<file path="config.mk">
export PLATFORM = sky130hd
export DESIGN_NAME = entropy_health_test_rct_apt_unit
export DESIGN_NICKNAME = d
export VERILOG_FILES = /design/src/sv/eht_pkg.sv /design/src/sv/entropy_health_test_rct_apt_unit.sv /design/src/sv/eht_rct.sv /design/src/sv/eht_apt.sv
export SDC_FILE = /design/constraint.sdc
export NUM_CORES = 1
export LEC_CHECK = 0
export BUFFER_PORTS_ARGS = -buffer_cell sky130_fd_sc_hd__buf_2
export CAP_MARGIN = 20
export CORE_MARGIN = 4
export CORE_UTILIZATION = 35
export DETAILED_ROUTE_END_ITERATION = 16
export PLACE_DENSITY_LB_ADDON = 0.15
export SKIP_CTS_REPAIR_TIMING = 1
export SYNTH_ARGS = -nofsm -noshare
export SYNTH_HDL_FRONTEND = slang
export SYNTH_HIERARCHICAL = 1
export SYNTH_SLANG_ARGS = --single-unit
</file>
<file path="constraint.sdc">
create_clock -name clk -period 10.1 [get_ports clk]
set_clock_uncertainty 0.15 [all_clocks]
set_input_delay 2.02 -clock clk [delete_from_list [all_inputs] [get_ports clk]]
set_output_delay 2.02 -clock clk [all_outputs]
set_load 0.005 [all_outputs]
</file>
<file path="src/sv/eht_pkg.sv">
// ----------------------------------------------------------------------------
// eht_pkg: shared definitions for the entropy health test unit
// Register indexes, field widths, reset values and the step control bundle.
// ----------------------------------------------------------------------------
package eht_pkg;

  localparam int SAMPLE_BITS_DEFAULT = 8;

  localparam int BYTE_W    = 8;
  localparam int REP_CNT_W = 8;
  localparam int APT_W     = 11;
  localparam int START_W   = 13;
  localparam int CFG_IDX_W = 3;
  localparam int CFG_W     = 13;

  localparam logic [CFG_IDX_W-1:0] REG_RCT_CUTOFF = 3'd0;
  localparam logic [CFG_IDX_W-1:0] REG_APT_CUTOFF = 3'd1;
  localparam logic [CFG_IDX_W-1:0] REG_APT_WINDOW = 3'd2;
  localparam logic [CFG_IDX_W-1:0] REG_STARTUP    = 3'd3;

  localparam logic [REP_CNT_W-1:0] RCT_CUTOFF_RST = 8'd4;
  localparam logic [APT_W-1:0]     APT_CUTOFF_RST = 11'd13;
  localparam logic [APT_W-1:0]     APT_WINDOW_RST = 11'd512;
  localparam logic [START_W-1:0]   STARTUP_RST    = 13'd1024;

  localparam logic [REP_CNT_W-1:0] REP_CNT_MAX = 8'd255;

  typedef struct packed {
    logic             en;
    logic [BYTE_W-1:0] byte_val;
  } eht_step_t;

endpackage

</file>
<file path="src/sv/entropy_health_test_rct_apt_unit.sv">
// ----------------------------------------------------------------------------
// entropy_health_test_rct_apt_unit: RCT and APT entropy health monitor
// Passes each noise byte through with start-up, per-test and latched status.
//
//   channel  ports                                   role
//   in       in_valid/in_ready, in_sample            raw noise byte
//   out      out_valid/out_ready, out_sample_out,    byte plus health status
//            out_usable/rct_fail/apt_fail/
//            health_failed/startup_done
//   cfg      cfg_we, cfg_index, cfg_data             cutoffs, window, start-up
//
// One item per cycle sustained while out_ready is high; an accepted item passes
// through the input register, then the result register, before out_valid rises.
// The test update runs as the item moves from the input register to the
// result register. Reset (synchronous) restores register defaults and clears
// all test state. A stalled result holds its register while one more item
// waits in the input register.
// ----------------------------------------------------------------------------
module entropy_health_test_rct_apt_unit #(
  parameter int SAMPLE_BITS = eht_pkg::SAMPLE_BITS_DEFAULT
) (
  input  logic                         clk,
  input  logic                         rst_n,
  input  logic                         in_valid,
  output logic                         in_ready,
  input  logic [eht_pkg::BYTE_W-1:0]    in_sample,
  output logic                         out_valid,
  input  logic                         out_ready,
  output logic [eht_pkg::BYTE_W-1:0]    out_sample_out,
  output logic                         out_usable,
  output logic                         out_rct_fail,
  output logic                         out_apt_fail,
  output logic                         out_health_failed,
  output logic                         out_startup_done,
  input  logic                         cfg_we,
  input  logic [eht_pkg::CFG_IDX_W-1:0] cfg_index,
  input  logic [eht_pkg::CFG_W-1:0]     cfg_data
);
  import eht_pkg::*;

  logic [REP_CNT_W-1:0] rct_cutoff_r;
  logic [APT_W-1:0]     apt_cutoff_r;
  logic [APT_W-1:0]     apt_window_r;
  logic [START_W-1:0]   startup_samples_r;

  logic                 s1_valid_r;
  logic [BYTE_W-1:0]    s1_byte_r;
  logic                 advance;

  logic [START_W-1:0]   startup_seen_r, startup_seen_nxt;
  logic                 failed_r, failed_nxt;
  logic                 done;
  logic                 rct_fail;
  logic                 apt_fail;
  eht_step_t            step;

  always_ff @(posedge clk) begin
    if (!rst_n) begin
      rct_cutoff_r      <= RCT_CUTOFF_RST;
      apt_cutoff_r      <= APT_CUTOFF_RST;
      apt_window_r      <= APT_WINDOW_RST;
      startup_samples_r <= STARTUP_RST;
    end else if (cfg_we) begin
      case (cfg_index)
        REG_RCT_CUTOFF: rct_cutoff_r      <= cfg_data[REP_CNT_W-1:0];
        REG_APT_CUTOFF: apt_cutoff_r      <= cfg_data[APT_W-1:0];
        REG_APT_WINDOW: apt_window_r      <= cfg_data[APT_W-1:0];
        REG_STARTUP:    startup_samples_r <= cfg_data[START_W-1:0];
        default: ;
      endcase
    end
  end

  assign advance  = s1_valid_r && (!out_valid || out_ready);
  assign in_ready = !s1_valid_r || advance;

  always_ff @(posedge clk) begin
    if (!rst_n) begin
      s1_valid_r <= 1'b0;
    end else if (in_ready) begin
      s1_valid_r <= in_valid;
    end
  end

  always_ff @(posedge clk) begin
    if (in_ready && in_valid) begin
      s1_byte_r <= in_sample;
    end
  end

  assign step.en       = advance && !failed_r;
  assign step.byte_val = s1_byte_r;

  eht_rct #(.SAMPLE_BITS(SAMPLE_BITS)) u_rct (
    .clk    (clk),
    .rst_n  (rst_n),
    .step   (step),
    .cutoff (rct_cutoff_r),
    .fail   (rct_fail)
  );

  eht_apt #(.SAMPLE_BITS(SAMPLE_BITS)) u_apt (
    .clk    (clk),
    .rst_n  (rst_n),
    .step   (step),
    .cutoff (apt_cutoff_r),
    .window (apt_window_r),
    .fail   (apt_fail)
  );

  assign done = (startup_seen_r >= startup_samples_r);

  always_comb begin
    startup_seen_nxt = startup_seen_r;
    failed_nxt       = failed_r;
    if (!failed_r) begin
      if (!done) begin
        startup_seen_nxt = startup_seen_r + 1'b1;
      end
      failed_nxt = rct_fail || apt_fail;
    end
  end

  always_ff @(posedge clk) begin
    if (!rst_n) begin
      startup_seen_r <= '0;
      failed_r       <= 1'b0;
    end else if (advance) begin
      startup_seen_r <= startup_seen_nxt;
      failed_r       <= failed_nxt;
    end
  end

  always_ff @(posedge clk) begin
    if (!rst_n) begin
      out_valid <= 1'b0;
    end else if (!out_valid || out_ready) begin
      out_valid <= s1_valid_r;
    end
  end

  always_ff @(posedge clk) begin
    if (advance) begin
      out_sample_out    <= s1_byte_r;
      out_usable        <= done && !failed_nxt;
      out_rct_fail      <= !failed_r && rct_fail;
      out_apt_fail      <= !failed_r && apt_fail;
      out_health_failed <= failed_nxt;
      out_startup_done  <= done;
    end
  end

endmodule

</file>
<file path="src/sv/eht_rct.sv">
// ----------------------------------------------------------------------------
// eht_rct: repetition count test
// Tracks the current run of equal samples and flags a run at the cutoff.
// ----------------------------------------------------------------------------
module eht_rct #(
  parameter int SAMPLE_BITS = eht_pkg::SAMPLE_BITS_DEFAULT
) (
  input  logic                         clk,
  input  logic                         rst_n,
  input  eht_pkg::eht_step_t           step,
  input  logic [eht_pkg::REP_CNT_W-1:0] cutoff,
  output logic                         fail
);
  import eht_pkg::*;

  localparam int CMP_BITS = (SAMPLE_BITS < BYTE_W) ? SAMPLE_BITS : BYTE_W;

  logic [CMP_BITS-1:0]  rep_value_r, rep_value_nxt;
  logic [REP_CNT_W-1:0] rep_count_r, rep_count_nxt;
  logic [CMP_BITS-1:0]  s;
  logic                 match;
  logic [REP_CNT_W-1:0] cnt_inc;

  assign s       = step.byte_val[CMP_BITS-1:0];
  assign match   = (rep_count_r != '0) && (s == rep_value_r);
  assign cnt_inc = (rep_count_r < REP_CNT_MAX) ? rep_count_r + 1'b1 : rep_count_r;
  assign fail    = match && (cnt_inc >= cutoff);

  always_comb begin
    rep_value_nxt = match ? rep_value_r : s;
    rep_count_nxt = match ? cnt_inc : REP_CNT_W'(1);
  end

  always_ff @(posedge clk) begin
    if (!rst_n) begin
      rep_value_r <= '0;
      rep_count_r <= '0;
    end else if (step.en) begin
      rep_value_r <= rep_value_nxt;
      rep_count_r <= rep_count_nxt;
    end
  end

endmodule

</file>
<file path="src/sv/eht_apt.sv">
// ----------------------------------------------------------------------------
// eht_apt: adaptive proportion test
// Counts recurrences of the window's first sample and flags the cutoff.
// ----------------------------------------------------------------------------
module eht_apt #(
  parameter int SAMPLE_BITS = eht_pkg::SAMPLE_BITS_DEFAULT
) (
  input  logic                     clk,
  input  logic                     rst_n,
  input  eht_pkg::eht_step_t       step,
  input  logic [eht_pkg::APT_W-1:0] cutoff,
  input  logic [eht_pkg::APT_W-1:0] window,
  output logic                     fail
);
  import eht_pkg::*;

  localparam int CMP_BITS = (SAMPLE_BITS < BYTE_W) ? SAMPLE_BITS : BYTE_W;

  logic [CMP_BITS-1:0] win_value_r, win_value_nxt;
  logic [APT_W-1:0]    matches_r, matches_nxt;
  logic [APT_W-1:0]    position_r, position_nxt;
  logic [CMP_BITS-1:0] s;
  logic                open;
  logic                hit;
  logic [APT_W-1:0]    m_inc;
  logic [APT_W-1:0]    p_inc;

  assign s     = step.byte_val[CMP_BITS-1:0];
  assign open  = (matches_r != '0);
  assign hit   = open && (s == win_value_r);
  assign m_inc = matches_r + 1'b1;
  assign p_inc = position_r + 1'b1;
  assign fail  = hit && (m_inc >= cutoff);

  always_comb begin
    win_value_nxt = win_value_r;
    matches_nxt   = matches_r;
    position_nxt  = position_r;
    if (!open) begin
      win_value_nxt = s;
      matches_nxt   = APT_W'(1);
      position_nxt  = APT_W'(1);
    end else if (fail) begin
      matches_nxt = '0;
    end else begin
      position_nxt = p_inc;
      matches_nxt  = (p_inc >= window) ? '0 : (hit ? m_inc : matches_r);
    end
  end

  always_ff @(posedge clk) begin
    if (!rst_n) begin
      win_value_r <= '0;
      matches_r   <= '0;
      position_r  <= '0;
    end else if (step.en) begin
      win_value_r <= win_value_nxt;
      matches_r   <= matches_nxt;
      position_r  <= position_nxt;
    end
  end

endmodule

</file>
==> impl_table.tex, run 1 <==
\begin{tabular}{lr}
\hline
Metric & Value \\
\hline
\multicolumn{2}{l}{\textbf{Outcome}} \\
\quad Outcome & finished clean \\
\multicolumn{2}{l}{\textbf{Worst hold path}} \\
\quad Hold crit path type & register to register \\
\quad Cell count of the worst hold path & 2 \\
\quad Hold Crit Start & rct\_cutoff\_r[1] \\
\quad Destination of the worst hold path & rct\_cutoff\_r[1] \\
\multicolumn{2}{l}{\textbf{GRT}} \\
\quad Maximum number of pins on one net before global-route repair & 62 \\
\quad Total track usage & 0.159 \\
\quad GRT overflow & 0 \\
\quad Wire length of the first global-routing pass & 27.9 mm \\
\quad Via count of the first global-routing pass & 5620 \\
\quad Initial antenna violation count & 0 \\
\multicolumn{2}{l}{\textbf{Yosys}} \\
\quad Asr flop ratio synth & 0 \\
\quad Top post-synthesis cells by area & sky130\_fd\_sc\_hd\_\_dfxtp\_1 31\%, sky130\_fd\_sc\_hd\_\_edfxtp\_1 9.4\%, sky130\_fd\_sc\_hd\_\_ha\_1 9.1\%, sky130\_fd\_sc\_hd\_\_nand2\_1 8.2\%, sky130\_fd\_sc\_hd\_\_a21oi\_1 5.8\% \\
\quad Number of library cell types mapped by synthesis & 69 \\
\quad Area share of the largest cell type after synthesis & 0.313 \\
\quad Post-Syn Nets & 866 \\
\quad Library cell occupying the most area in the post-synthesis netlist & sky130\_fd\_sc\_hd\_\_dfxtp\_1 \\
\quad Post-synthesis cell area & 6720 um\^{}2 \\
\quad Mean Syn Cell Area & 8.53 um\^{}2 \\
\quad Most frequent cell after synthesis & sky130\_fd\_sc\_hd\_\_nand2\_1 \\
\quad Synth cell count leaders & 146 x sky130\_fd\_sc\_hd\_\_nand2\_1, 105 x sky130\_fd\_sc\_hd\_\_dfxtp\_1, 78 x sky130\_fd\_sc\_hd\_\_a21oi\_1 \\
\quad Flops \& latches, synth & 126 \\
\quad Post-Synthesis Cells & 788 \\
\quad Main synth FF type & sky130\_fd\_sc\_hd\_\_dfxtp\_1 \\
\quad Sequential fraction of the synthesis area & 0.406 \\
\quad Count of warnings emitted by yosys & 6 \\
\quad Number of enable flip-flop cells after synthesis & 21 \\
\multicolumn{2}{l}{\textbf{Worst setup path}} \\
\quad Source of the worst register-to-register timing path & u\_apt/matches\_r[0] \\
\quad Cell count of the worst reg-to-reg path & 12 \\
\quad Critical Path End Type & output port \\
\quad Critical path class & input port to output port \\
\quad Required time at the worst-slack endpoint & 7.93 ns \\
\quad Startpoint class of the critical path & input port \\
\quad Maximum fanout count along the critical path & 4 \\
\quad Flop2flop setup slack & 6.17 ns \\
\quad Reg-to-reg endpoint & out\_usable \\
\quad Arrival time at the worst endpoint & 2.50 ns \\
\multicolumn{2}{l}{\textbf{Floorplanning}} \\
\quad Chip width & 147 um \\
\quad Top-level port count & 44 \\
\quad Initial standard-cell utilization of the core & 0.358 \\
\quad Std-Cell Core Area & 18800 um\^{}2 \\
\quad Die height & 147 um \\
\quad Std-Cell Rows & 50 \\
\quad Full die area & 21500 um\^{}2 \\
\multicolumn{2}{l}{\textbf{Placed design}} \\
\quad DPL Wire Length & 12.0 mm \\
\quad IO Port Bufs & 43 \\
\quad Gpl congestion & 0.763 \\
\quad Post-placement setup slack & 5.43 ns \\
\multicolumn{2}{l}{\textbf{Cells and area}} \\
\quad Fraction of layout instances using a drive strength above 1 & 0.117 \\
\quad \# diodes & 0 \\
\quad Footprint of the flip-flops and latches & 2730 um\^{}2 \\
\quad Number of nets in the final layout & 893 \\
\quad Fillers & 1861 \\
\quad Area of the multi-input gates & 3620 um\^{}2 \\
\quad Area growth from synthesis to final layout & 14.4\% \\
\multicolumn{2}{l}{\textbf{Clock network}} \\
\quad Clk sinks & 126 \\
\quad Number of buffers added by the clock tree synthesis step & 17 \\
\quad Number of levels the H-tree was split into & 4 \\
\quad Buffer cell driving the clock tree root & sky130\_fd\_sc\_hd\_\_clkbuf\_16 \\
\quad Clk\_lat worst skew & 0.41 ns \\
\quad Register clock-pin slew on the reported worst setup and hold paths & 0.05 ns \\
\quad CTS tree & yes \\
\quad Buffer depth of the longest clock path & 2 \\
\multicolumn{2}{l}{\textbf{Detailed routing}} \\
\quad Average wire per cell in the routed design & 15.8 um \\
\quad Via Count & 5611 \\
\quad Post-route antenna net violation count & 0 \\
\quad Via density per instance & 5.29 \\
\quad Initial drt markers & 271 \\
\quad Residual DRC count & 0 \\
\quad Total wire length after detailed routing & 16.7 mm \\
\quad Number of detailed-route iterations in the first pass & 5 \\
\multicolumn{2}{l}{\textbf{STA}} \\
\quad Portion of the clock cycle consumed by the worst path in the final layout & 0.462 \\
\quad Minimum clock period & 4.67 ns \\
\quad Relative slew slack & 0.427 \\
\quad RSZ-0062 raised after global routing & false \\
\quad TNS Setup & 0 ns \\
\quad Hold violation count in the final report & 0 \\
\quad Worst-case setup margin in the final layout & 5.43 ns \\
\quad Final count of pins violating max slew & 0 \\
\quad Maximum frequency from static timing analysis & 0.214 GHz \\
\quad Final Hold Slack & 0.305 ns \\
\quad Number of failing setup endpoints in the final timing report & 0 \\
\quad Worst-Margin Slew & 0.850 ns \\
\multicolumn{2}{l}{\textbf{Power}} \\
\quad Static Leak & 3.02 nW \\
\quad VDD IR-drop max & 92.3 uV \\
\quad Total power divided by cell area & 164 nW/um\^{}2 \\
\multicolumn{2}{l}{\textbf{Job}} \\
\quad Max-cap violation count & 0 \\
\hline
\end{tabular}
-- per-layer routing --
metal | global-route usage | vias up | part of all wire
met4 | 0.0640 | 0 | 0.017
met5 | 0 | - | 0
met1 | 0.204 | 2683 | 0.47
met3 | 0.0348 | 14 | 0.039
li1 | - | 2819 | -
met2 | 0.262 | 95 | 0.48
-- critical path: stages --
cell and delay [ns]:
sky130_fd_sc_hd__buf_2 0.11, sky130_fd_sc_hd__nor2b_4 0.15, sky130_fd_sc_hd__nand2_1 0.08, sky130_fd_sc_hd__buf_2 0.13
-- layout make-up --
cell class,count,area share
Clock buffer,20,0.0568
Timing Repair Buffer,45,0.0299
Inverter,55,0.0270
Tap cell,234,0.0381
Multi-Input combinational cell,570,0.471
Clock inverter,11,0.0218
Sequential cell,126,0.355
-- per-stage QoR --
step	instance area, um^2	std cells	power [mW]	util
2_1_floorplan	6720	788	0.604	-
3_3_place_gp	7090	1030	0.633	0.378
3_5_place_dp	7090	1030	0.635	0.378
4_1_cts	7690	1061	1.28	0.410
5_1_grt	7690	1061	1.31	0.410
6_report	7690	1061	1.26	0.410
-- worst max-delay path by stage --
| stage | startpoint | endpoint | slack (ns) | cells past startpoint |
|---|---|---|---|---|
| after CTS | out_ready | in_ready | 5.43 | 4 |
| after global placement | out_ready | in_ready | 5.44 | 4 |
| after detailed placement | out_ready | in_ready | 5.43 | 4 |
| after global routing | out_ready | in_ready | 5.38 | 4 |
| after floorplan | out_ready | in_ready | 5.69 | 2 |
| final | out_ready | in_ready | 5.43 | 4 |
-- cell usage in the layout (no fill, tap or decap), drive strengths merged, types with 16 or more instances in the layout --
master	Yosys	layout
nor2	25	25
nand3	49	49
dfxtp	105	105
o21ai	16	16
edfxtp	21	21
ha	49	49
a21oi	78	78
nand2	147	147
clkbuf	30	20
nand4	20	20
mux2i	16	16
buf	7	45
xnor2	25	25
inv	53	54
-- cells by family (layout without fill, tap and decap cells) --
family / after synthesis / in the layout / synth area share
AND/OR/NAND/NOR: 319 / 319 / 0.238
XOR/XNOR: 35 / 35 / 0.0456
flip-flops: 126 / 126 / 0.406
buffers and inverters: 92 / 131 / 0.0545
AO/OA/AOI/OAI: 151 / 151 / 0.140
multiplexers: 16 / 16 / 0.0238
adder cells (fa/ha/maj): 49 / 49 / 0.0912
-- state kept, by name, summed over array words and instances, names as in the netlist, 8 cells and up --
signal / cells
rct_cutoff_r: 8
u_apt/position_r: 11
startup_seen_r: 13
startup_samples_r: 13
u_rct/rep_value_r: 8
out_sample_out: 8
s1_byte_r: 8
apt_window_r: 11
u_apt/win_value_r: 8
u_apt/matches_r: 11
apt_cutoff_r: 11
u_rct/rep_count_r: 8
-- power breakdown --
group / total, mW / switching [mW] / internal [mW]
clock: 0.637 / 0.226 / 0.411
combinational: 0.0872 / 0.0552 / 0.0320
sequential: 0.537 / 0.0119 / 0.525
total: 1.26 / 0.293 / 0.968
No activity file was read; power rests on OpenSTA's default activity.
==> inputs of run 2 (changes only) <==
--- a/config.mk
+++ b/config.mk
@@ -5,6 +5,7 @@
 export SDC_FILE = /design/constraint.sdc
 export NUM_CORES = 1
 export LEC_CHECK = 0
+export ABC_AREA = 1
 export BUFFER_PORTS_ARGS = -buffer_cell sky130_fd_sc_hd__buf_2
 export CAP_MARGIN = 20
 export CORE_MARGIN = 4
==> constraint.sdc (replaced) <==
create_clock -name clk -period 3.9 [get_ports clk]
set_clock_uncertainty 0.15 [all_clocks]
set_input_delay 0.78 -clock clk [delete_from_list [all_inputs] [get_ports clk]]
set_output_delay 0.78 -clock clk [all_outputs]
set_load 0.005 [all_outputs]
==> run 2 against run 1 <==
Compared with the run above:
- utilization fell by 0.55 points
- clock-buffer cell count down 3
- wire length up 4.1%
- area after synthesis up 11%
- largest cell class unchanged
- largest power group unchanged
==> impl_table.tex, run 2 <==
\begin{tabular}{lr}
\hline
Metric & Value \\
\hline
\multicolumn{2}{l}{\textbf{Worst setup path}} \\
\quad Source of the worst register-to-register timing path & u\_apt/position\_r[0] (was u\_apt/matches\_r[0]) \\
\quad Setup crit end & u\_apt/matches\_r[1] (was in\_ready) \\
\quad Reg-to-reg endpoint & u\_apt/matches\_r[1] (was out\_usable) \\
\quad Critical path class & register to register (was input port to output port) \\
\quad Cell count of the worst reg-to-reg path & 24 (was 12) \\
\quad Startpoint class of the critical path & register (was input port) \\
\quad Required time at the worst-slack endpoint & 4.11 ns (was 7.93 ns) \\
\quad Critical Path End Type & register (was output port) \\
\quad Maximum fanout count along the critical path & 21 (was 4) \\
\quad Arrival time at the worst endpoint & 3.46 ns (was 2.50 ns) \\
\quad Critical path origin & u\_apt/position\_r[0] (was out\_ready) \\
\quad Flop2flop setup slack & 0.65 ns (was 6.17 ns) \\
\multicolumn{2}{l}{\textbf{GRT}} \\
\quad Total track usage & 0.152 (was 0.159) \\
\quad Maximum number of pins on one net before global-route repair & 31 (was 62) \\
\quad Initial antenna violation count & 0 (unchanged) \\
\quad Via count of the first global-routing pass & 5949 (was 5620) \\
\quad Wire length of the first global-routing pass & 29.4 mm (was 27.9 mm) \\
\quad GRT overflow & 0 (unchanged) \\
\multicolumn{2}{l}{\textbf{Detailed routing}} \\
\quad Number of detailed-route iterations in the first pass & 4 (was 5) \\
\quad Post-route antenna net violation count & 0 (unchanged) \\
\quad Initial drt markers & 266 (was 271) \\
\quad Via Count & 6388 (was 5611) \\
\quad Via density per instance & 4.56 (was 5.29) \\
\quad Total wire length after detailed routing & 17.4 mm (was 16.7 mm) \\
\quad Residual DRC count & 0 (unchanged) \\
\quad Average wire per cell in the routed design & 12.4 um (was 15.8 um) \\
\multicolumn{2}{l}{\textbf{Yosys}} \\
\quad Post-Synthesis Cells & 1071 (was 788) \\
\quad Number of library cell types mapped by synthesis & 37 (was 69) \\
\quad Post-synthesis cell area & 7440 um\^{}2 (was 6720 um\^{}2) \\
\quad Area share of the largest cell type after synthesis & 0.282 (was 0.313) \\
\quad Asr flop ratio synth & 0 (unchanged) \\
\quad Library cell occupying the most area in the post-synthesis netlist & sky130\_fd\_sc\_hd\_\_dfxtp\_1 (unchanged) \\
\quad Post-Syn Nets & 1149 (was 866) \\
\quad Number of enable flip-flop cells after synthesis & 21 (unchanged) \\
\quad Main synth FF type & sky130\_fd\_sc\_hd\_\_dfxtp\_1 (unchanged) \\
\quad Top post-synthesis cells by area & sky130\_fd\_sc\_hd\_\_dfxtp\_1 28\%, sky130\_fd\_sc\_hd\_\_nand2\_1 13\%, sky130\_fd\_sc\_hd\_\_edfxtp\_1 8.5\%, sky130\_fd\_sc\_hd\_\_ha\_1 8.2\%, sky130\_fd\_sc\_hd\_\_inv\_1 7.9\% (was sky130\_fd\_sc\_hd\_\_dfxtp\_1 31\%, sky130\_fd\_sc\_hd\_\_edfxtp\_1 9.4\%, sky130\_fd\_sc\_hd\_\_ha\_1 9.1\%, sky130\_fd\_sc\_hd\_\_nand2\_1 8.2\%, sky130\_fd\_sc\_hd\_\_a21oi\_1 5.8\%) \\
\quad Most frequent cell after synthesis & sky130\_fd\_sc\_hd\_\_nand2\_1 (unchanged) \\
\quad Synth cell count leaders & 265 x sky130\_fd\_sc\_hd\_\_nand2\_1, 156 x sky130\_fd\_sc\_hd\_\_inv\_1, 156 x sky130\_fd\_sc\_hd\_\_nor2\_1 (was 146 x sky130\_fd\_sc\_hd\_\_nand2\_1, 105 x sky130\_fd\_sc\_hd\_\_dfxtp\_1, 78 x sky130\_fd\_sc\_hd\_\_a21oi\_1) \\
\quad Mean Syn Cell Area & 6.95 um\^{}2 (was 8.53 um\^{}2) \\
\quad Count of warnings emitted by yosys & 6 (unchanged) \\
\quad Sequential fraction of the synthesis area & 0.367 (was 0.406) \\
\quad Flops \& latches, synth & 126 (unchanged) \\
\multicolumn{2}{l}{\textbf{Cells and area}} \\
\quad Most common cell after layout, fill and taps aside & sky130\_fd\_sc\_hd\_\_nand2\_1 (unchanged) \\
\quad Fraction of layout instances using a drive strength above 1 & 0.113 (was 0.117) \\
\quad \# diodes & 0 (unchanged) \\
\quad Area growth from synthesis to final layout & 13.9\% (was 14.4\%) \\
\quad Number of nets in the final layout & 1190 (was 893) \\
\quad Most used cells in the layout excluding fill and tap cells & 265 x sky130\_fd\_sc\_hd\_\_nand2\_1, 156 x sky130\_fd\_sc\_hd\_\_inv\_1, 156 x sky130\_fd\_sc\_hd\_\_nor2\_1 (was 146 x sky130\_fd\_sc\_hd\_\_nand2\_1, 105 x sky130\_fd\_sc\_hd\_\_dfxtp\_1, 78 x sky130\_fd\_sc\_hd\_\_a21oi\_1) \\
\quad Post-layout instance count excluding filler cells & 1400 (was 1061) \\
\quad Largest regs & startup\_samples\_r: 13 flops, startup\_seen\_r: 13 flops (unchanged) \\
\quad Final std cell area, no fill & 8470 um\^{}2 (was 7690 um\^{}2) \\
\multicolumn{2}{l}{\textbf{Worst hold path}} \\
\quad Hold crit path type & register to register (unchanged) \\
\quad Hold Crit Start & apt\_window\_r[9] (was rct\_cutoff\_r[1]) \\
\multicolumn{2}{l}{\textbf{STA}} \\
\quad Portion of the clock cycle consumed by the worst path in the final layout & 0.833 \\
\quad RSZ-0062 raised after global routing & false (unchanged) \\
\quad Number of failing setup endpoints in the final timing report & 0 (unchanged) \\
\quad Hold violation count in the final report & 0 (unchanged) \\
\quad Worst-case setup margin in the final layout & 0.653 ns (was 5.43 ns) \\
\quad Relative slew slack & 0.600 (was 0.427) \\
\quad Final count of pins violating max slew & 0 (unchanged) \\
\quad Maximum frequency from static timing analysis & 0.308 GHz \\
\quad Worst-Margin Slew & 0.600 ns (was 0.850 ns) \\
\quad TNS Setup & 0 ns (unchanged) \\
\quad Minimum clock period & 3.25 ns \\
\multicolumn{2}{l}{\textbf{Floorplanning}} \\
\quad Full die area & 23700 um\^{}2 (was 21500 um\^{}2) \\
\quad Chip width & 154 um (was 147 um) \\
\quad Die height & 154 um (was 147 um) \\
\quad Std-Cell Core Area & 21000 um\^{}2 (was 18800 um\^{}2) \\
\quad Std-Cell Rows & 53 (was 50) \\
\quad Top-level port count & 44 (unchanged) \\
\quad Initial standard-cell utilization of the core & 0.355 (was 0.358) \\
\multicolumn{2}{l}{\textbf{Job}} \\
\quad Max-cap violation count & 0 (unchanged) \\
\multicolumn{2}{l}{\textbf{Clock network}} \\
\quad Buffer cell driving the clock tree root & sky130\_fd\_sc\_hd\_\_clkbuf\_16 (unchanged) \\
\quad Number of levels the H-tree was split into & 4 (unchanged) \\
\quad Number of buffers added by the clock tree synthesis step & 17 (unchanged) \\
\quad Buffer depth of the longest clock path & 2 (unchanged) \\
\quad Clk\_lat worst skew & 0.42 ns (was 0.41 ns) \\
\quad Clk sinks & 126 (unchanged) \\
\quad Register clock-pin slew on the reported worst setup and hold paths & 0.06 ns (was 0.05 ns) \\
\quad CTS tree & yes (unchanged) \\
\multicolumn{2}{l}{\textbf{Placed design}} \\
\quad DP Cell Count & 1368 (was 1030) \\
\quad Post-placement setup slack & 0.625 ns (was 5.43 ns) \\
\quad Gpl congestion & 0.818 (was 0.763) \\
\quad IO Port Bufs & 43 (unchanged) \\
\quad Placed instance area & 7880 um\^{}2 (was 7090 um\^{}2) \\
\quad DPL Wire Length & 12.9 mm (was 12.0 mm) \\
\multicolumn{2}{l}{\textbf{Power}} \\
\quad Total power divided by cell area & 453 nW/um\^{}2 (was 164 nW/um\^{}2) \\
\quad VDD IR-drop max & 225 uV (was 92.3 uV) \\
\quad Overall power consumption & 3.84 mW (was 1.26 mW) \\
\quad Static Leak & 3.97 nW (was 3.02 nW) \\
\multicolumn{2}{l}{\textbf{Outcome}} \\
\quad Outcome & finished clean (unchanged) \\
\hline
\end{tabular}
run 2: cell count changes after synthesis, moves of 12 or more:
| cell | change |
|---|---|
| sky130_fd_sc_hd__nand2_1 | +119 |
| sky130_fd_sc_hd__clkbuf_1 | -18 |
| sky130_fd_sc_hd__o21ai_0 | +35 |
| sky130_fd_sc_hd__inv_1 | +104 |
| sky130_fd_sc_hd__xor2_1 | +12 |
| sky130_fd_sc_hd__mux2i_1 | -14 |
| sky130_fd_sc_hd__nor2_1 | +131 |
| sky130_fd_sc_hd__a21oi_1 | -14 |
| sky130_fd_sc_hd__xnor2_1 | -21 |
run 2: through the flow:
| step | hold WS (ns) | utilization |
|---|---|---|
| 2_1_floorplan | 0.279 | - |
| 3_3_place_gp | 0.289 | 0.376 |
| 3_5_place_dp | 0.294 | 0.376 |
| 4_1_cts | 0.310 | 0.404 |
| 5_1_grt | 0.330 | 0.404 |
| 6_report | 0.307 | 0.404 |
run 2: cell type report:
type                            instances  area (um^2)
Tap cell                              275          344
Sequential cell                       126         2730
Timing Repair Buffer                   49          260
Clock buffer                           17          425
Multi-Input combinational cell        749         3910
Clock inverter                         15          171
Inverter                              169          634
Fill cell                            2290        12500
run 2: worst min-delay path by stage:
| stage | to | cells after the start |
|---|---|---|
| floorplan | apt_cutoff_r[2] | 2 |
| global placement | apt_cutoff_r[3] | 2 |
| detailed placement | apt_window_r[9] | 2 |
| CTS | apt_window_r[9] | 2 |
| global route | u_apt/win_value_r[0] | 2 |
| finish | apt_window_r[9] | 2 |
run 2: worst max-delay path, cell delays in order, from the launching register on:
cell and delay (ns):
sky130_fd_sc_hd__dfxtp_1 0.45, sky130_fd_sc_hd__ha_1 0.22, sky130_fd_sc_hd__nand2_1 0.06, sky130_fd_sc_hd__nor2_1 0.15, sky130_fd_sc_hd__nand3_1 0.14, sky130_fd_sc_hd__nor2_1 0.11, sky130_fd_sc_hd__nand2_1 0.09, sky130_fd_sc_hd__nor2_1 0.09
sky130_fd_sc_hd__nand2_1 0.05, sky130_fd_sc_hd__nand2_1 0.08, sky130_fd_sc_hd__inv_1 0.04, sky130_fd_sc_hd__ha_1 0.27, sky130_fd_sc_hd__nand2_1 0.08, sky130_fd_sc_hd__inv_1 0.06, sky130_fd_sc_hd__nand2_1 0.07, sky130_fd_sc_hd__nor2_1 0.04
sky130_fd_sc_hd__nand2_1 0.07, sky130_fd_sc_hd__nand2_2 0.08, sky130_fd_sc_hd__nor2_4 0.19, sky130_fd_sc_hd__nand3_2 0.09, sky130_fd_sc_hd__nand2_2 0.29, sky130_fd_sc_hd__inv_1 0.10, sky130_fd_sc_hd__nand2_1 0.07, sky130_fd_sc_hd__inv_1 0.03
sky130_fd_sc_hd__nor2_1 0.07
run 2: power breakdown:
group | switching [mW] | internal, mW | leakage, nW
registers | 0.0679 | 1.41 | 1.06
logic | 0.495 | 0.265 | 2.64
clock network | 0.602 | 0.999 | 0.276
total | 1.16 | 2.67 | 3.97
run 2: cell families after synthesis:
kind of cell / Yosys count / share of synthesized area
buf+inv: 196 / 0.108
flops: 126 / 0.367
compound gates: 121 / 0.0853
xor+xnor: 26 / 0.0306
mux: 2 / 0.00269
simple gates: 551 / 0.324
fa+ha+maj: 49 / 0.0824
run 2: per-layer routing:
| metal | vias up | routed length [um] | part of all wire | track usage |
|---|---|---|---|---|
| li1 | 3462 | - | - | - |
| met1 | 2847 | 8740 | 0.50 | 0.201 |
| met2 | 64 | 7890 | 0.45 | 0.249 |
| met3 | 15 | 532 | 0.031 | 0.0296 |
| met4 | 0 | 240 | 0.014 | 0.0517 |
| met5 | - | 0 | 0 | 0 |
==> inputs of run 3 (changes only) <==
--- a/config.mk
+++ b/config.mk
@@ -5,7 +5,7 @@
 export SDC_FILE = /design/constraint.sdc
 export NUM_CORES = 1
 export LEC_CHECK = 0
-export ABC_AREA = 1
+export ABC_AREA = 0
 export BUFFER_PORTS_ARGS = -buffer_cell sky130_fd_sc_hd__buf_2
 export CAP_MARGIN = 20
 export CORE_MARGIN = 4
==> constraint.sdc (replaced) <==
create_clock -name clk -period 2.7 [get_ports clk]
set_clock_uncertainty 0.15 [all_clocks]
set_input_delay 0.54 -clock clk [delete_from_list [all_inputs] [get_ports clk]]
set_output_delay 0.54 -clock clk [all_outputs]
set_load 0.005 [all_outputs]
==> run 3 against run 2 <==
Compared with the run above:
- the run now ends with setup timing left
- register-to-register slack worse by 1.1 ns
- clock-buffer cell count is 8 higher
- final area is 2.7% higher
- global-route usage is 1.3 points higher
- non-clock buffer count is 82 higher
- first-iteration DRC count is 36% higher
- fmax is 2.5% higher
- wire length is 2.3% higher
- sequential power is 35% higher
- clock power is 41% higher
- final cell count is 18% lower
- total power is 21% higher
- critical path type unchanged
==> impl_table.tex, run 3 (synthesis results as in run 1) <==
\begin{tabular}{lr}
\hline
Metric & Value \\
\hline
\multicolumn{2}{l}{\textbf{Worst setup path}} \\
\quad Cell count of the worst reg-to-reg path & 12 (was 24) \\
\quad Crit path max-delay family & simple AND/OR/NAND/NOR gates (unchanged) \\
\quad Required time at the worst-slack endpoint & 2.92 ns (was 4.11 ns) \\
\quad Maximum fanout count along the critical path & 5 (was 21) \\
\quad Critical path class & register to register (unchanged) \\
\quad Buf+Inv Stages, Crit Path & 0 (was 4) \\
\quad Highest-delay cell along the critical path & sky130\_fd\_sc\_hd\_\_or4\_4 (was sky130\_fd\_sc\_hd\_\_dfxtp\_1) \\
\quad Chain of cells forming the critical path & ha\_4, and3\_4, nand3\_4, nor3\_2, xor2\_1, ha\_1, nand4\_1, a21oi\_1, or3\_4, or4\_4, nor3\_4, a32o\_2 (was ha\_1, nand2\_1, nor2\_1, nand3\_1, nor2\_1, nand2\_1, nor2\_1, nand2\_1, nand2\_1, inv\_1, ha\_1, nand2\_1, inv\_1, nand2\_1, nor2\_1, nand2\_1, nand2\_2, nor2\_4, nand3\_2, nand2\_2, inv\_1, nand2\_1, inv\_1, nor2\_1) \\
\quad Max incr delay on CP & 0.45 ns (about the same) \\
\quad Critical Path End Type & register (unchanged) \\
\quad Startpoint class of the critical path & register (unchanged) \\
\quad Arrival time at the worst endpoint & 3.38 ns (was 3.46 ns) \\
\quad Source of the worst register-to-register timing path & u\_apt/matches\_r[1] (was u\_apt/position\_r[0]) \\
\quad Flop2flop setup slack & -0.47 ns (was 0.65 ns) \\
\quad Reg-to-reg endpoint & u\_apt/matches\_r[2] (was u\_apt/matches\_r[1]) \\
\multicolumn{2}{l}{\textbf{Power}} \\
\quad Internal cell power & 3.51 mW (was 2.67 mW) \\
\quad Clock group share of total power & 0.484 (was 0.417) \\
\quad Net Sw Frac & 0.244 (was 0.303) \\
\quad Power spent charging and discharging nets & 1.13 mW (was 1.16 mW) \\
\quad Overall power consumption & 4.64 mW (was 3.84 mW) \\
\quad Total power divided by cell area & 533 nW/um\^{}2 (was 453 nW/um\^{}2) \\
\quad VDD IR-drop max & 394 uV (was 225 uV) \\
\quad Sequential power share & 0.432 (was 0.385) \\
\quad Comb power frac & 0.084 (was 0.198) \\
\quad Static Leak & 3.51 nW (was 3.97 nW) \\
\multicolumn{2}{l}{\textbf{Clock network}} \\
\quad Number of levels the H-tree was split into & 4 (unchanged) \\
\quad Buffer depth of the longest clock path & 2 (unchanged) \\
\quad CTS tree & yes (unchanged) \\
\quad Buffer cell driving the clock tree root & sky130\_fd\_sc\_hd\_\_clkbuf\_16 (unchanged) \\
\quad Clk\_lat worst skew & 0.43 ns (was 0.42 ns) \\
\quad Clk sinks & 126 (unchanged) \\
\quad Number of buffers added by the clock tree synthesis step & 17 (unchanged) \\
\quad Register clock-pin slew on the reported worst setup and hold paths & 0.06 ns (about the same) \\
\multicolumn{2}{l}{\textbf{Cells and area}} \\
\quad Number of nets in the final layout & 979 (was 1190) \\
\quad Footprint of the flip-flops and latches & 2760 um\^{}2 (was 2730 um\^{}2) \\
\quad \# diodes & 0 (unchanged) \\
\quad Fillers & 1785 (was 2290) \\
\quad Fraction of layout instances using a drive strength above 1 & 0.254 (was 0.113) \\
\quad Most common cell after layout, fill and taps aside & sky130\_fd\_sc\_hd\_\_nand2\_1 (unchanged) \\
\quad Most used cells in the layout excluding fill and tap cells & 145 x sky130\_fd\_sc\_hd\_\_nand2\_1, 94 x sky130\_fd\_sc\_hd\_\_dfxtp\_1, 80 x sky130\_fd\_sc\_hd\_\_buf\_4 (was 265 x sky130\_fd\_sc\_hd\_\_nand2\_1, 156 x sky130\_fd\_sc\_hd\_\_inv\_1, 156 x sky130\_fd\_sc\_hd\_\_nor2\_1) \\
\quad Largest regs & startup\_samples\_r: 13 flops, startup\_seen\_r: 13 flops (unchanged) \\
\quad Area of the multi-input gates & 3950 um\^{}2 (was 3910 um\^{}2) \\
\quad Area growth from synthesis to final layout & 29.5\% (was 13.9\%) \\
\multicolumn{2}{l}{\textbf{Worst hold path}} \\
\quad Destination of the worst hold path & s1\_byte\_r[2] (was apt\_window\_r[9]) \\
\quad Hold crit path type & input port to register (was register to register) \\
\quad Hold Crit Start & in\_sample[2] (was apt\_window\_r[9]) \\
\quad Cell count of the worst hold path & 1 (was 2) \\
\multicolumn{2}{l}{\textbf{STA}} \\
\quad Relative slew slack & 0.458 (was 0.600) \\
\quad Hold violation count in the final report & 0 (unchanged) \\
\quad Portion of the clock cycle consumed by the worst path in the final layout & 1.17 (was 0.833) \\
\quad TNS Setup & -9.29 ns (was 0 ns) \\
\quad Worst-Margin Slew & 0.792 ns (was 0.600 ns) \\
\quad Maximum frequency from static timing analysis & 0.316 GHz (was 0.308 GHz) \\
\quad Number of failing setup endpoints in the final timing report & 27 (was 0) \\
\quad RSZ-0062 raised after global routing & true (was false) \\
\quad Final count of pins violating max slew & 0 (unchanged) \\
\quad Worst-case setup margin in the final layout & -0.467 ns (was 0.653 ns) \\
\quad Minimum clock period & 3.17 ns (was 3.25 ns) \\
\multicolumn{2}{l}{\textbf{Detailed routing}} \\
\quad Via density per instance & 5.17 (was 4.56) \\
\quad Number of detailed-route iterations in the first pass & 5 (was 4) \\
\quad Via Count & 5933 (was 6388) \\
\quad Post-route antenna net violation count & 0 (unchanged) \\
\quad Residual DRC count & 0 (unchanged) \\
\quad Total wire length after detailed routing & 17.8 mm (was 17.4 mm) \\
\quad Average wire per cell in the routed design & 15.5 um (was 12.4 um) \\
\quad Initial drt markers & 361 (was 266) \\
\multicolumn{2}{l}{\textbf{GRT}} \\
\quad Initial antenna violation count & 0 (unchanged) \\
\quad Met3 demand-to-capacity share in global routing & 0.0348 (was 0.0296) \\
\quad Met1 global-route usage & 0.219 (was 0.201) \\
\quad Met2 track utilization from global routing & 0.269 (was 0.249) \\
\quad GRT overflow & 0 (unchanged) \\
\quad Via count of the first global-routing pass & 5853 (was 5949) \\
\quad Maximum number of pins on one net before global-route repair & 38 (was 31) \\
\quad Top Usage Layer GRT & met2 (unchanged) \\
\quad Total track usage & 0.165 (was 0.152) \\
\quad Wire length of the first global-routing pass & 29.0 mm (was 29.4 mm) \\
\multicolumn{2}{l}{\textbf{Floorplanning}} \\
\quad Die height & 147 um (was 154 um) \\
\quad Std-Cell Core Area & 18800 um\^{}2 (was 21000 um\^{}2) \\
\quad Initial standard-cell utilization of the core & 0.358 (was 0.355) \\
\quad Top-level port count & 44 (unchanged) \\
\quad Std-Cell Rows & 50 (was 53) \\
\quad Chip width & 147 um (was 154 um) \\
\quad Full die area & 21500 um\^{}2 (was 23700 um\^{}2) \\
\multicolumn{2}{l}{\textbf{Placed design}} \\
\quad Gpl congestion & 0.812 (was 0.818) \\
\quad DPL Wire Length & 13.0 mm (was 12.9 mm) \\
\quad IO Port Bufs & 43 (unchanged) \\
\multicolumn{2}{l}{\textbf{Outcome}} \\
\quad Outcome & finished with violations (was finished clean) \\
\quad Violations in the final reports & setup timing \\
\multicolumn{2}{l}{\textbf{Job}} \\
\quad Max-cap violation count & 0 (unchanged) \\
\hline
\end{tabular}
## run 3: cell count changes in the layout (fill, tap and decap cells not counted), moves of 10 or more
cell | before | now
sky130_fd_sc_hd__a21oi_1 | 64 | 77
sky130_fd_sc_hd__nor3_1 | 14 | 4
sky130_fd_sc_hd__inv_1 | 156 | 52
sky130_fd_sc_hd__nand2_1 | 265 | 145
sky130_fd_sc_hd__xnor2_1 | 4 | 24
sky130_fd_sc_hd__xor2_1 | 22 | 7
sky130_fd_sc_hd__o21ai_0 | 48 | 10
sky130_fd_sc_hd__nor2_1 | 156 | 23
sky130_fd_sc_hd__buf_4 | 6 | 80
sky130_fd_sc_hd__dfxtp_1 | 105 | 94
sky130_fd_sc_hd__mux2i_1 | 2 | 16
## run 3: how the worst max path moves through the flow
stage / startpoint / endpoint / slack (ns) / cells after the start
after floorplan: u_apt/matches_r[0] / out_health_failed / -0.39 / 12
after global placement: u_apt/matches_r[1] / u_apt/matches_r[2] / -0.49 / 12
after detailed placement: u_apt/matches_r[1] / u_apt/matches_r[2] / -0.56 / 12
after CTS: u_apt/matches_r[1] / u_apt/matches_r[2] / -0.58 / 12
after global routing: u_apt/matches_r[1] / u_apt/matches_r[2] / -0.61 / 12
final: u_apt/matches_r[1] / u_apt/matches_r[2] / -0.47 / 12
## run 3: stage by stage
step	utilization	hold WS [ns]	instance area [um^2]	instances	setup slack, ns
floorplan	-	0.286	6900	788	-0.392
global placement	0.419	0.297	7860	1108	-0.493
detailed placement	0.419	0.298	7860	1108	-0.563
CTS	0.450	0.129	8450	1140	-0.582
global route	0.464	0.118	8700	1148	-0.606
finish	0.464	0.146	8700	1148	-0.467
## run 3: cell type report
cell class,instances,area share
multi-input combinational,570,0.454
sequential,126,0.317
timing repair buffer,131,0.104
clock buffer,25,0.0620
tap,234,0.0336
inverter,55,0.0239
clock inverter,7,0.00561
## run 3: per-layer routing
metal  share of wire  wire length (um)
met1            0.48              8460
met2            0.47              8360
met3           0.043               764
met4           0.012               221
met5               0                 0
## run 3: power groups by stage
stage | combinational [mW] | clock, mW | sequential, mW
global placement | 0.373 | 0 | 2.04
detailed placement | 0.381 | 0 | 2.04
finish | 0.392 | 2.25 | 2.00
floorplan | 0.230 | 0 | 2.04
CTS | 0.383 | 2.30 | 2.01
global route | 0.436 | 2.38 | 2.01
